--- src/rtl/fdem_pkg.sv ---
// ----------------------------------------------------------------------------
// fdem_pkg
// Types and constants shared by the FAT32 directory record matcher modules.
// ----------------------------------------------------------------------------
package fdem_pkg;

  // Directory record layout and scan limits.
  localparam int unsigned REC_BYTES   = 32;
  localparam int unsigned MAX_RECORDS = 4096;
  localparam int unsigned MAX_NAME    = 12;
  localparam int unsigned QUEUE_DEPTH = 2;

  localparam logic [7:0] CHAR_SPACE   = 8'h20;
  localparam logic [7:0] CHAR_DELETED = 8'hE5;
  localparam logic [7:0] CHAR_DOT     = 8'h2E;
  localparam logic [7:0] CHAR_NUL     = 8'h00;

  // Register indexes on the configuration port (8-byte stride).
  typedef enum logic [2:0] {
    REG_NAME_LO  = 3'd0,
    REG_NAME_HI  = 3'd1,
    REG_NAME_LEN = 3'd2,
    REG_LBA_BASE = 3'd3,
    REG_SPC      = 3'd4
  } fdem_reg_t;

  // Result status codes.
  typedef enum logic [2:0] {
    ST_DELETED    = 3'd0,
    ST_NO_MATCH   = 3'd1,
    ST_MATCH      = 3'd2,
    ST_END_OF_DIR = 3'd3,
    ST_BAD_ATTR   = 3'd4,
    ST_CLOSED     = 3'd5
  } fdem_status_t;

  // Configuration register set.
  typedef struct packed {
    logic [63:0] target_name_lo;
    logic [31:0] target_name_hi;
    logic [3:0]  target_name_len;
    logic [31:0] clusters_lba_base;
    logic [7:0]  cluster_sectors;
  } fdem_cfg_t;

  // One input directory record.
  typedef struct packed {
    logic        start_scan;
    logic [63:0] name_base;
    logic [23:0] name_ext;
    logic [7:0]  attributes;
    logic [15:0] cluster_high;
    logic [15:0] cluster_low;
    logic [31:0] size_bytes;
  } fdem_rec_t;

  // One result item.
  typedef struct packed {
    fdem_status_t status;
    logic [31:0]  start_cluster;
    logic [31:0]  byte_count;
    logic         is_directory;
    logic [31:0]  first_sector;
    logic         cluster_invalid;
  } fdem_res_t;

  // Classified record passed from the front to the back.
  typedef struct packed {
    fdem_status_t status;
    logic [31:0]  start_cluster;
    logic [31:0]  byte_count;
    logic         is_directory;
    logic         cluster_invalid;
  } fdem_q_entry_t;

endpackage

--- src/rtl/fdem_front.sv ---
// ----------------------------------------------------------------------------
// fdem_front
// Accepts directory records, tracks the scan state and classifies each record.
// ----------------------------------------------------------------------------
module fdem_front import fdem_pkg::*; #(
  parameter int unsigned SECTOR_BYTES = 512
) (
  input  logic          clk,
  input  logic          rst,
  input  fdem_cfg_t     cfg,
  input  logic          rec_valid,
  input  fdem_rec_t     rec,
  input  logic          accept,
  output fdem_q_entry_t entry
);

  localparam int unsigned REC_PER_SECTOR = SECTOR_BYTES / REC_BYTES;
  localparam int unsigned LIM_RAW_W      = $clog2(REC_PER_SECTOR * 255 + 1);
  localparam int unsigned LIM_W          = (LIM_RAW_W > 13) ? LIM_RAW_W : 13;

  logic [11:0] record_index;
  logic [11:0] record_index_next;
  logic        scan_closed;
  logic        scan_closed_next;

  logic [LIM_W-1:0] lim_raw;
  logic [12:0]      limit;

  logic [7:0] bchar [MAX_NAME];
  logic [7:0] echar [3];
  logic [7:0] fmt   [MAX_NAME];
  logic [7:0] tgt   [MAX_NAME];
  logic [3:0] nb;
  logic [1:0] ne;
  logic       dot;
  logic [3:0] n_raw;
  logic [3:0] fmt_len;
  logic [3:0] tl_raw;
  logic [3:0] tgt_len;
  logic       name_match;

  // Records per cluster, capped at the largest directory cluster.
  assign lim_raw = LIM_W'(REC_PER_SECTOR) * LIM_W'(cfg.cluster_sectors);
  assign limit   = (lim_raw > LIM_W'(MAX_RECORDS)) ? 13'(MAX_RECORDS) : lim_raw[12:0];

  // Split the record name and the target into characters.
  always_comb begin
    for (int i = 0; i < int'(MAX_NAME); i++) begin
      bchar[i] = (i < 8) ? rec.name_base[(i % 8)*8 +: 8] : CHAR_NUL;
      tgt[i]   = (i < 8) ? cfg.target_name_lo[(i % 8)*8 +: 8]
                         : cfg.target_name_hi[(i % 4)*8 +: 8];
    end
    for (int i = 0; i < 3; i++) begin
      echar[i] = rec.name_ext[i*8 +: 8];
    end
  end

  // Lengths of the base and extension up to their first space.
  always_comb begin
    nb = 4'd8;
    for (int i = 7; i >= 0; i--) begin
      if (bchar[i] == CHAR_SPACE) begin
        nb = 4'(i);
      end
    end
    ne = 2'd3;
    for (int i = 2; i >= 0; i--) begin
      if (echar[i] == CHAR_SPACE) begin
        ne = 2'(i);
      end
    end
    dot   = (echar[0] != CHAR_SPACE);
    n_raw = nb + {3'b0, dot} + {2'b0, ne};
  end

  // Assemble the 8.3 text: base, optional dot, extension.
  always_comb begin
    logic [3:0] k;
    k = 4'd0;
    for (int p = 0; p < int'(MAX_NAME); p++) begin
      k = 4'(p) - nb - {3'b0, dot};
      if (4'(p) < nb) begin
        fmt[p] = bchar[p];
      end else if (dot && (4'(p) == nb)) begin
        fmt[p] = CHAR_DOT;
      end else if (k < 4'd3) begin
        fmt[p] = echar[k[1:0]];
      end else begin
        fmt[p] = CHAR_NUL;
      end
    end
  end

  // Both texts end at their first zero character.
  always_comb begin
    tl_raw  = (cfg.target_name_len > 4'(MAX_NAME)) ? 4'(MAX_NAME) : cfg.target_name_len;
    fmt_len = n_raw;
    tgt_len = tl_raw;
    for (int p = int'(MAX_NAME) - 1; p >= 0; p--) begin
      if ((4'(p) < n_raw) && (fmt[p] == CHAR_NUL)) begin
        fmt_len = 4'(p);
      end
      if ((4'(p) < tl_raw) && (tgt[p] == CHAR_NUL)) begin
        tgt_len = 4'(p);
      end
    end
  end

  // Compare the texts position by position.
  always_comb begin
    name_match = (fmt_len == tgt_len);
    for (int p = 0; p < int'(MAX_NAME); p++) begin
      if ((4'(p) < fmt_len) && (fmt[p] != tgt[p])) begin
        name_match = 1'b0;
      end
    end
  end

  // Classify the record and work out the next scan state.
  always_comb begin
    logic [11:0] idx;
    logic        closed;
    logic [31:0] cluster;
    idx     = rec.start_scan ? 12'd0 : record_index;
    closed  = rec.start_scan ? 1'b0 : scan_closed;
    cluster = {rec.cluster_high, rec.cluster_low};

    entry             = '0;
    record_index_next = idx;
    scan_closed_next  = closed;

    if (closed || ({1'b0, idx} >= limit)) begin
      entry.status     = ST_CLOSED;
      scan_closed_next = 1'b1;
    end else begin
      if (bchar[0] == CHAR_NUL) begin
        entry.status     = ST_END_OF_DIR;
        scan_closed_next = 1'b1;
      end else if (bchar[0] == CHAR_DELETED) begin
        entry.status = ST_DELETED;
      end else if (rec.attributes[7:6] != 2'b00) begin
        entry.status     = ST_BAD_ATTR;
        scan_closed_next = 1'b1;
      end else if (name_match) begin
        entry.status          = ST_MATCH;
        entry.start_cluster   = cluster;
        entry.byte_count      = rec.size_bytes;
        entry.is_directory    = rec.attributes[4];
        entry.cluster_invalid = (cluster < 32'd2);
        scan_closed_next      = 1'b1;
      end else begin
        entry.status = ST_NO_MATCH;
      end
      // Advance to the next record, closing after the last one.
      if (!scan_closed_next) begin
        if (({1'b0, idx} + 13'd1) >= limit) begin
          scan_closed_next = 1'b1;
        end else begin
          record_index_next = idx + 12'd1;
        end
      end
    end
  end

  // Scan state registers.
  always_ff @(posedge clk) begin
    if (rst) begin
      record_index <= '0;
      scan_closed  <= 1'b0;
    end else if (accept && rec_valid) begin
      record_index <= record_index_next;
      scan_closed  <= scan_closed_next;
    end
  end

endmodule

--- src/rtl/fdem_queue.sv ---
// ----------------------------------------------------------------------------
// fdem_queue
// Short queue of classified records between the front and the back.
// ----------------------------------------------------------------------------
module fdem_queue import fdem_pkg::*; (
  input  logic          clk,
  input  logic          rst,
  input  logic          push,
  input  fdem_q_entry_t push_data,
  input  logic          pop,
  output logic          full,
  output logic          not_empty,
  output fdem_q_entry_t head
);

  localparam int unsigned PTR_W = (QUEUE_DEPTH > 1) ? $clog2(QUEUE_DEPTH) : 1;
  localparam int unsigned CNT_W = $clog2(QUEUE_DEPTH + 1);

  fdem_q_entry_t slots [QUEUE_DEPTH];
  logic [PTR_W-1:0] wr_ptr;
  logic [PTR_W-1:0] rd_ptr;
  logic [CNT_W-1:0] count;

  assign full      = (count == CNT_W'(QUEUE_DEPTH));
  assign not_empty = (count != '0);
  assign head      = slots[rd_ptr];

  // Pointers and fill count.
  always_ff @(posedge clk) begin
    if (rst) begin
      wr_ptr <= '0;
      rd_ptr <= '0;
      count  <= '0;
    end else begin
      if (push) begin
        wr_ptr <= (wr_ptr == PTR_W'(QUEUE_DEPTH - 1)) ? '0 : wr_ptr + 1'b1;
      end
      if (pop) begin
        rd_ptr <= (rd_ptr == PTR_W'(QUEUE_DEPTH - 1)) ? '0 : rd_ptr + 1'b1;
      end
      if (push && !pop) begin
        count <= count + 1'b1;
      end else if (pop && !push) begin
        count <= count - 1'b1;
      end
    end
  end

  // Entry storage.
  always_ff @(posedge clk) begin
    if (push) begin
      slots[wr_ptr] <= push_data;
    end
  end

endmodule

--- src/rtl/fdem_back.sv ---
// ----------------------------------------------------------------------------
// fdem_back
// Computes the first sector of a matched cluster and holds the result beat.
// ----------------------------------------------------------------------------
module fdem_back import fdem_pkg::*; (
  input  logic          clk,
  input  logic          rst,
  input  fdem_cfg_t     cfg,
  input  logic          q_valid,
  input  fdem_q_entry_t q_head,
  output logic          pop,
  output logic          res_valid,
  input  logic          res_stall,
  output fdem_res_t     res
);

  logic [31:0] sector_offset;
  logic [31:0] sector;

  // Take a new entry whenever the output register is free or being emptied.
  assign pop = q_valid && (!res_valid || !res_stall);

  // Sector address of the cluster, wrapping at 32 bits.
  assign sector_offset = (q_head.start_cluster - 32'd2) * {24'b0, cfg.cluster_sectors};
  assign sector = ((q_head.status == ST_MATCH) && !q_head.cluster_invalid)
                  ? cfg.clusters_lba_base + sector_offset : 32'd0;

  // Output register.
  always_ff @(posedge clk) begin
    if (rst) begin
      res_valid <= 1'b0;
    end else if (pop) begin
      res_valid <= 1'b1;
    end else if (!res_stall) begin
      res_valid <= 1'b0;
    end
  end

  always_ff @(posedge clk) begin
    if (pop) begin
      res.status          <= q_head.status;
      res.start_cluster   <= q_head.start_cluster;
      res.byte_count      <= q_head.byte_count;
      res.is_directory    <= q_head.is_directory;
      res.first_sector    <= sector;
      res.cluster_invalid <= q_head.cluster_invalid;
    end
  end

endmodule

--- src/rtl/fat32_dir_entry_matcher_top.sv ---
// ----------------------------------------------------------------------------
// fat32_dir_entry_matcher_top
// Scans FAT32 directory records of one cluster for a configured 8.3 name.
// ----------------------------------------------------------------------------
// Usage:
//   The record channel (rec_valid, rec_stall, rec) carries one 32-byte
//   directory record per beat; a beat with start_scan set opens a new
//   cluster scan. The result channel (res_valid, res_stall, res) returns
//   exactly one result beat per record, in order.
//   The APB port writes the target name, its length, the data area base
//   sector and the sectors per cluster; write it only while the block is idle.
//   An accepted record's classification is written into the queue and then
//   loaded into the output register, from which the result channel offers
//   it until it is taken. One record per cycle is sustained while the result
//   side is not stalled: the front classifies a record in its accept cycle,
//   the back computes the sector address (one 32 by 8 multiply and an add)
//   in the cycle it loads the output register.
//   A two-entry queue sits between front and back. When res_stall holds,
//   the output register keeps its beat, the queue fills and rec_stall rises
//   once it is full.
//   Reset clears the scan state, the queue and the output valid, and sets
//   the registers to their defaults (one sector per cluster, all else zero).
// ----------------------------------------------------------------------------
module fat32_dir_entry_matcher_top import fdem_pkg::*; #(
  parameter int unsigned SECTOR_BYTES = 512
) (
  input  logic        clk,
  input  logic        rst,
  // Configuration port
  input  logic        psel,
  input  logic        penable,
  input  logic        pwrite,
  input  logic [5:0]  paddr,
  input  logic [63:0] pwdata,
  output logic [63:0] prdata,
  output logic        pready,
  // Record channel
  input  logic        rec_valid,
  output logic        rec_stall,
  input  fdem_rec_t   rec,
  // Result channel
  output logic        res_valid,
  input  logic        res_stall,
  output fdem_res_t   res
);

  fdem_cfg_t     cfg;
  fdem_q_entry_t front_entry;
  fdem_q_entry_t q_head;
  logic          q_full;
  logic          q_valid;
  logic          q_pop;
  logic          rec_accept;
  logic          cfg_write;
  fdem_reg_t     reg_sel;

  assign pready    = 1'b1;
  assign cfg_write = psel && penable && pwrite;
  assign reg_sel   = fdem_reg_t'(paddr[5:3]);

  // Configuration registers.
  always_ff @(posedge clk) begin
    if (rst) begin
      cfg.target_name_lo    <= '0;
      cfg.target_name_hi    <= '0;
      cfg.target_name_len   <= '0;
      cfg.clusters_lba_base <= '0;
      cfg.cluster_sectors   <= 8'd1;
    end else if (cfg_write) begin
      unique case (reg_sel)
        REG_NAME_LO:  cfg.target_name_lo    <= pwdata;
        REG_NAME_HI:  cfg.target_name_hi    <= pwdata[31:0];
        REG_NAME_LEN: cfg.target_name_len   <= pwdata[3:0];
        REG_LBA_BASE: cfg.clusters_lba_base <= pwdata[31:0];
        REG_SPC:      cfg.cluster_sectors   <= pwdata[7:0];
        default: ;
      endcase
    end
  end

  // Register read back.
  always_comb begin
    unique case (reg_sel)
      REG_NAME_LO:  prdata = cfg.target_name_lo;
      REG_NAME_HI:  prdata = {32'b0, cfg.target_name_hi};
      REG_NAME_LEN: prdata = {60'b0, cfg.target_name_len};
      REG_LBA_BASE: prdata = {32'b0, cfg.clusters_lba_base};
      REG_SPC:      prdata = {56'b0, cfg.cluster_sectors};
      default:      prdata = '0;
    endcase
  end

  // A record is taken whenever the queue has room.
  assign rec_stall  = q_full;
  assign rec_accept = rec_valid && !rec_stall;

  fdem_front #(
    .SECTOR_BYTES(SECTOR_BYTES)
  ) u_front (
    .clk      (clk),
    .rst      (rst),
    .cfg      (cfg),
    .rec_valid(rec_valid),
    .rec      (rec),
    .accept   (rec_accept),
    .entry    (front_entry)
  );

  fdem_queue u_queue (
    .clk      (clk),
    .rst      (rst),
    .push     (rec_accept),
    .push_data(front_entry),
    .pop      (q_pop),
    .full     (q_full),
    .not_empty(q_valid),
    .head     (q_head)
  );

  fdem_back u_back (
    .clk      (clk),
    .rst      (rst),
    .cfg      (cfg),
    .q_valid  (q_valid),
    .q_head   (q_head),
    .pop      (q_pop),
    .res_valid(res_valid),
    .res_stall(res_stall),
    .res      (res)
  );

endmodule

--- config.mk ---
export PLATFORM = sky130hd
export DESIGN_NAME = fat32_dir_entry_matcher_top
export DESIGN_NICKNAME = d
export VERILOG_FILES = /design/src/rtl/fdem_pkg.sv /design/src/rtl/fdem_front.sv /design/src/rtl/fdem_queue.sv /design/src/rtl/fdem_back.sv /design/src/rtl/fat32_dir_entry_matcher_top.sv
export SDC_FILE = /design/constraint.sdc
export NUM_CORES = 2
export LEC_CHECK = 0
export ABC_AREA = 1
export BUFFER_PORTS_ARGS = -buffer_cell sky130_fd_sc_hd__buf_2
export CAP_MARGIN = 20
export CORE_UTILIZATION = 39
export CTS_CLUSTER_DIAMETER = 30
export CTS_CLUSTER_SIZE = 16
export DETAILED_ROUTE_END_ITERATION = 8
export PLACE_DENSITY_LB_ADDON = 0.15
export SETUP_SLACK_MARGIN = 0.15
export SLEW_MARGIN = 20
export SYNTH_ARGS = -nofsm -noshare
export SYNTH_HDL_FRONTEND = slang
export SYNTH_HIERARCHICAL = 1
export SYNTH_SLANG_ARGS = --single-unit
export TNS_END_PERCENT = 5
--- constraint.sdc ---
create_clock -name clk -period 9.8 [get_ports clk]
set_input_delay 0.98 -clock clk [delete_from_list [all_inputs] [get_ports clk]]
set_output_delay 0.98 -clock clk [all_outputs]
set_load 0.005 [all_outputs]
Word-level counts from Yosys, hierarchy flattened
Memory sizes are Yosys's and may differ from the RTL's. A register that Yosys moved wholly into a read port is not among the register bits.
Index checks and enable logic that the tools add are counted.
{"block": "totals", "ff_bits": 259, "ram_bits": 138, "in_bits": 238, "output_inout_bits": 168, "wordCells": 440, "mem_count": 1}
{"block": "classes", "add_sub_neg": 34, "mul": 1, "magnitude_cmp": 77, "eq_ne": 44, "mux": 155, "bitwise": 12, "reduce_logical": 99}
{"memory": "u_queue.slots", "depth": 2, "width": 69, "read_ports": 1, "rd_ports_with_merged_regs": 1, "wr": 1, "line": "fdem_queue.sv:19", "source": "fdem_q_entry_t slots [QUEUE_DEPTH];"}
{"cell": "two-way mux 8 bit", "count": 60}
{"cell": "two-way mux 66 bit", "count": 5}
{"cell": "case mux 64 bit (5 select lines)", "count": 1}
{"cell": "logical NOT 8 bit", "count": 25}
{"cell": "binary-select mux 8 bit (select 2 bit)", "count": 12}
{"cell": "two-way mux 4 bit", "count": 33}
{"cell": "inequality test 8 bit", "count": 12}
{"cell": "equality test 8 x 6 -> 1 bit (second input constant)", "count": 11}
{"cell": "< comparator 3 x 4 -> 1 bit (first input constant)", "count": 16}
{"cell": "< comparator 4 bit (first input constant)", "count": 16}
{"cell": "logical AND 1 bit", "count": 56}
{"cell": "< comparator 4 x 2 -> 1 bit (second input constant)", "count": 12}
{"cell": "two-way mux 12 bit", "count": 4}
{"cell": "subtractor 4 x 1 -> 4 bit", "count": 12}
{"cell": "greater-or-equal comparator 3 bit (second input constant)", "count": 12}
{"cell": "NOT 2 -> 3 bit", "count": 12}
{"cell": "adder 32 bit", "count": 1}
{"cell": "< comparator 1 x 4 -> 1 bit (first input constant)", "count": 8}
{"cell": "< comparator 2 x 4 -> 1 bit (first input constant)", "count": 8}
{"cell": "< comparator 32 x 2 -> 1 bit (second input constant)", "count": 1}
{"cell": "multiplier 32 x 8 -> 32 bit", "count": 1}
{"cell": "subtractor 32 x 2 -> 32 bit (second input constant)", "count": 1}
{"cell": "two-way mux 1 bit", "count": 30}
{"cell": "equality test 3 x 4 -> 1 bit (first input constant)", "count": 4}
{"cell": "35 further kinds", "count": 69}

Longest topological paths before layout
{"block": "depth", "ltp_word": 53, "ltp_mapped": 43}

Cells and area by module
Netlist, hierarchy kept.
{"module": "fdem_back", "instances": 1, "cells_per_inst": 1332, "area_each_um2": 11581.1, "seq_area_each_um2": 3052.9}
{"module": "fdem_front", "instances": 1, "cells_per_inst": 1500, "area_each_um2": 7978.9, "seq_area_each_um2": 260.2}
{"module": "fat32_dir_entry_matcher_top", "instances": 1, "cells_per_inst": 1091, "area_each_um2": 6840.3, "seq_area_each_um2": 2802.7}
{"module": "fdem_queue", "instances": 1, "cells_per_inst": 248, "area_each_um2": 5247.5, "seq_area_each_um2": 4244.1}

Worst setup path before layout
No wires, ideal clock.
{"block": "synth_timing", "kind": "input port to flip-flop", "startpoint": "input port res_stall", "endpoint": "register u_queue.count[1]", "setup_time_ps": 64, "arrival_time_ps": 6970, "required_time_ps": 9736, "setup_slack_ps": 2766, "cell_stages": 8, "path_cell_list": "a21oi_1 -> inv_1 -> ha_1 -> inv_1 -> nand3_1 -> nand2_1 -> inv_1 -> nor2_1"}
{"block": "synth_between", "elab_chain_len": 6}
{"item": "from (decl)", "line": "fat32_dir_entry_matcher_top.sv:43", "source": "input logic res_stall,"}
{"item": "logical NOT 1 bit *", "line": "fdem_back.sv:21", "source": "assign pop = q_valid && (!res_valid || !res_stall);"}
{"item": "logical OR 1 bit *", "line": "fdem_back.sv:21"}
{"item": "logical AND 1 bit *", "line": "fdem_back.sv:21"}
{"item": "logical NOT 1 bit", "line": "fdem_queue.sv:41", "source": "if (push && !pop) begin"}
{"item": "logical AND 1 bit", "line": "fdem_queue.sv:41"}
{"item": "two-way mux 2 bit / nonzero test 2 bit (equally long branches)"}
{"item": "to (signal assigned)", "line": "fdem_queue.sv:42", "source": "count <= count + 1'b1;"}
{"item": "to (signal assigned)", "line": "fdem_queue.sv:44", "source": "count <= count - 1'b1;"}
{"item": "to (decl)", "line": "fdem_queue.sv:22", "source": "logic [CNT_W-1:0] count;"}
Every way passes the cells marked *; elsewhere a longest branch is shown, timed or not.
A chain may end at the register's enable or synchronous reset.

==> reports/results.tsv <==
stage	metric	value	unit
pwr	pwr-share-clk	41.8	%
die	ios	406	
global_route	grt_overflow	0	
clock_tree	cts_sinks	398	
place	dp_cells	5516	
pwr	p_seq_share	29.8	%
timing	post-route-period-util	80.90	%
pwr	sw_frac_of_total	33.93	%
layout	syn2layout_area_growth	19.38	%
route	ant_nets	0	
place	hpwlAfterDp	81670	um
clock_tree	cts_setup_buffers	0	
die	rows	104	
timing	slew_headroom	17.17	%
pwr	comb_power_share	28.4	%
die	die_y	286.9	um
clock_tree	htree_num_levels	3	
timing	setup_viol	0	
global_route	grt_max_degree	92	
global_route	use_met2	43.06	%
layout	post-route-util	46.98	%
place	gp_congestion	0.9357	
synthesis	async_flop_share	0	%
pwr	p_int	5.106	mW
setup_path	cp_common_cell	inv_1	
route	vias_per_cell	4.942	
place	place_area	0.03440	mm^2
pwr	peakVddDrop	0.1549	mV
synthesis	synthesis.nets	4680	
global_route	grt_pass1_wl	158600	um
setup_path	rrSetupSlack	1.87	ns
layout	layout_commonest_cell	nand2_1	
timing	finalMaxSlewViolations	0	
timing	clock_skew	0.04332	ns
hold_path	hold_end	u_front/record_index[0]$_SDFFE_PP0P_	
timing	fmax	126.1	MHz
route	dr.first_iter.drc_count	1945	
synthesis	avgSynthCellArea	7.588	um^2
global_route	grt_util_met3	3.825	%
timing	hold_viol_final	0	
pwr	finalPower	7.729	mW
synthesis	ys_seq_elements	398	
synthesis	synth.cell_area	0.03165	mm^2
route	drcViolationCount	0	
hold_path	min-delay-start	u_front/record_index[0]$_SDFFE_PP0P_	
setup_path	criticalPathCategory	reg -> reg	
global_route	grt_pass1_vias	27245	
synthesis	ys_seq_area_share	32.74	%
layout	layout_common_cells	nand2_1 (949), nor2_1 (725), inv_1 (617)	
clock_tree	cts_inserted_buffers	95	
global_route	gr-max-usage-layer	met2	
setup_path	critPathSlowestCell	dfxtp_4	
place	io_buffers	396	
setup_path	worst_setup_path_end_kind	flop	
setup_path	critPathMaxStageDelay	0.73	ns
clock_tree	cts_tree	done	
clock_tree	path_clk_slew	0.04	ns
setup_path	required	10.14	ns
route	wl_per_cell	18.42	um
outcome	status	finished, final reports clean	
route	drt_wl_total	105000	um
clock_tree	cts_resized	0	
global_route	antenna_found_initial	12	
setup_path	cp-start-kind	flop	
layout	fin_nets	5062	
layout	fillers	8149	
clock_tree	holdBufCountCts	0	
run	maxCapViolCount	0	
pwr	switchingPower	2.623	mW
pwr	leakagePower	17.64	nW
layout	regArea	0.01036	mm^2
synthesis	synth-edff-count	239	
hold_path	holdPathStages	2	
layout	drive_gt1_share	17.87	%
pwr	powerDensity	204.6	mW/mm^2
synthesis	syn_inst	4171	
timing	worstMarginPinSlew	1.231	ns
setup_path	critical_path.max_fanout	38	
clock_tree	worstSkewPairLatency	0.66	ns
die	die-area	0.08229	mm^2
synthesis	synth_warnings	6	
die	initial_utilization	39.35	%
timing	rsz0062_at_grt	no	
layout	multi_input_area	0.01812	mm^2
layout	final_cells	5702	
synthesis	ys_types	69	
layout	final_area	0.03778	mm^2
setup_path	cp.arrival	8.27	ns
timing	fin_setup_tns	0	ns
synthesis	ys.flop_type	edfxtp_1	
global_route	met1_usage	31.75	%
setup_path	r2r-end	u_back/res[30]$_SDFFCE_PN0P_	
route	via_count	28178	
clock_tree	cts_root_buffer	clkbuf_16	
timing	layout_min_cycle_time	7.928	ns
clock_tree	cts_max_path_buffers	3	
route	dr.pass1.iters	5	
die	core_region_area	0.08042	mm^2
global_route	track_usage	25.21	%
setup_path	reg2reg_depth	25	
hold_path	hold_path_class	reg -> reg	
die	dieWidth	286.9	um
metrics by stage:
stage / setup slack, ns / hold slack (ns)
2_1_floorplan: 2.766 / 0.4553
3_3_place_gp: 2.023 / 0.4713
3_5_place_dp: 2.030 / 0.4750
4_1_cts: 1.943 / 0.4808
5_1_grt: 1.336 / 0.4942
6_report: 1.872 / 0.4776
per-layer routing:
layer / part of all wire, % / vias to the layer above
met5: 0.025 / -
met4: 3.7 / 4
met3: 5.6 / 163
met2: 49 / 813
met1: 42 / 13300
li1: - / 13898
power by group through the flow:
stage	Combinational, mW	Clock [mW]	Sequential, mW
2_1_floorplan	1.41	0	2.37
3_3_place_gp	2.19	0	2.33
3_5_place_dp	2.20	0	2.34
4_1_cts	2.22	3.28	2.31
5_1_grt	2.45	3.37	2.33
6_report	2.19	3.23	2.30
registers in the layout (all words and copies together), names as in the netlist, named ones only:
register              flops
cfg                     140
u_queue/slots           138
u_back/res              101
u_front/record_index     12
u_queue/count             2
u_back/res_valid          1
u_front/scan_closed       1
u_queue/rd_ptr            1
u_queue/wr_ptr            1
cells by family (layout without fill, tap and decap cells):
kind of cell / Yosys count / count (layout) / synth area share [%]
buf+inv: 780 / 1242 / 10.14
flops: 398 / 398 / 32.74
other cells: 1 / 10 / 0.01185
simple gates: 2256 / 2256 / 30.89
mux: 69 / 69 / 2.574
xor+xnor: 114 / 114 / 3.202
fa+ha+maj: 271 / 271 / 15.27
compound gates: 282 / 282 / 5.171
critical path: cells and delay by family, from the launching register on:
kind	cells	cell delay (ns)
adders and majority gates	5	2.30
and+or+nand+nor	8	1.43
AOI/OAI and AO/OA	4	1.18
buffers and inverters	6	0.94
DFF	1	0.73
xor gates and xnor gates	1	0.58
muxes	1	0.38
cells in the mapped netlist (all sizes together), types with 69 or more instances:
master  instances  area share (%)
ha             79             3.1
a21oi          96             1.6
buf            74             1.7
o21ai         125             2.1
edfxtp        239              23
nor2          800              10
mux2           69             2.6
dfxtp         159              10
fa            192              12
nand3         312             5.1
nand2         982              12
inv           643             7.7
final cells by class:
| type | instances | share of cell area, % |
|---|---|---|
| Tap cell | 1060 | 3.511 |
| Sequential cell | 398 | 27.43 |
| Inverter | 647 | 6.458 |
| Antenna cell | 9 | 0.05961 |
| Clock inverter | 48 | 1.772 |
| Multi-Input combinational cell | 2993 | 47.97 |
| Timing Repair Buffer | 418 | 5.683 |
| Clock buffer | 129 | 7.107 |
worst max-delay path by stage:
stage	startpoint	to	slack (ns)	depth (start not counted)
after global placement	flop	u_back/res[30]$_SDFFCE_PN0P_	2.02	25
after floorplan	res_stall	u_queue/count[1]$_SDFFE_PP0P_	2.77	8
after detailed placement	flop	u_back/res[30]$_SDFFCE_PN0P_	2.03	21
after CTS	flop	u_back/res[30]$_SDFFCE_PN0P_	1.94	25
after global routing	flop	u_back/res[30]$_SDFFCE_PN0P_	1.34	25
final	flop	u_back/res[30]$_SDFFCE_PN0P_	1.87	25
(Power assumes the default switching activity.)
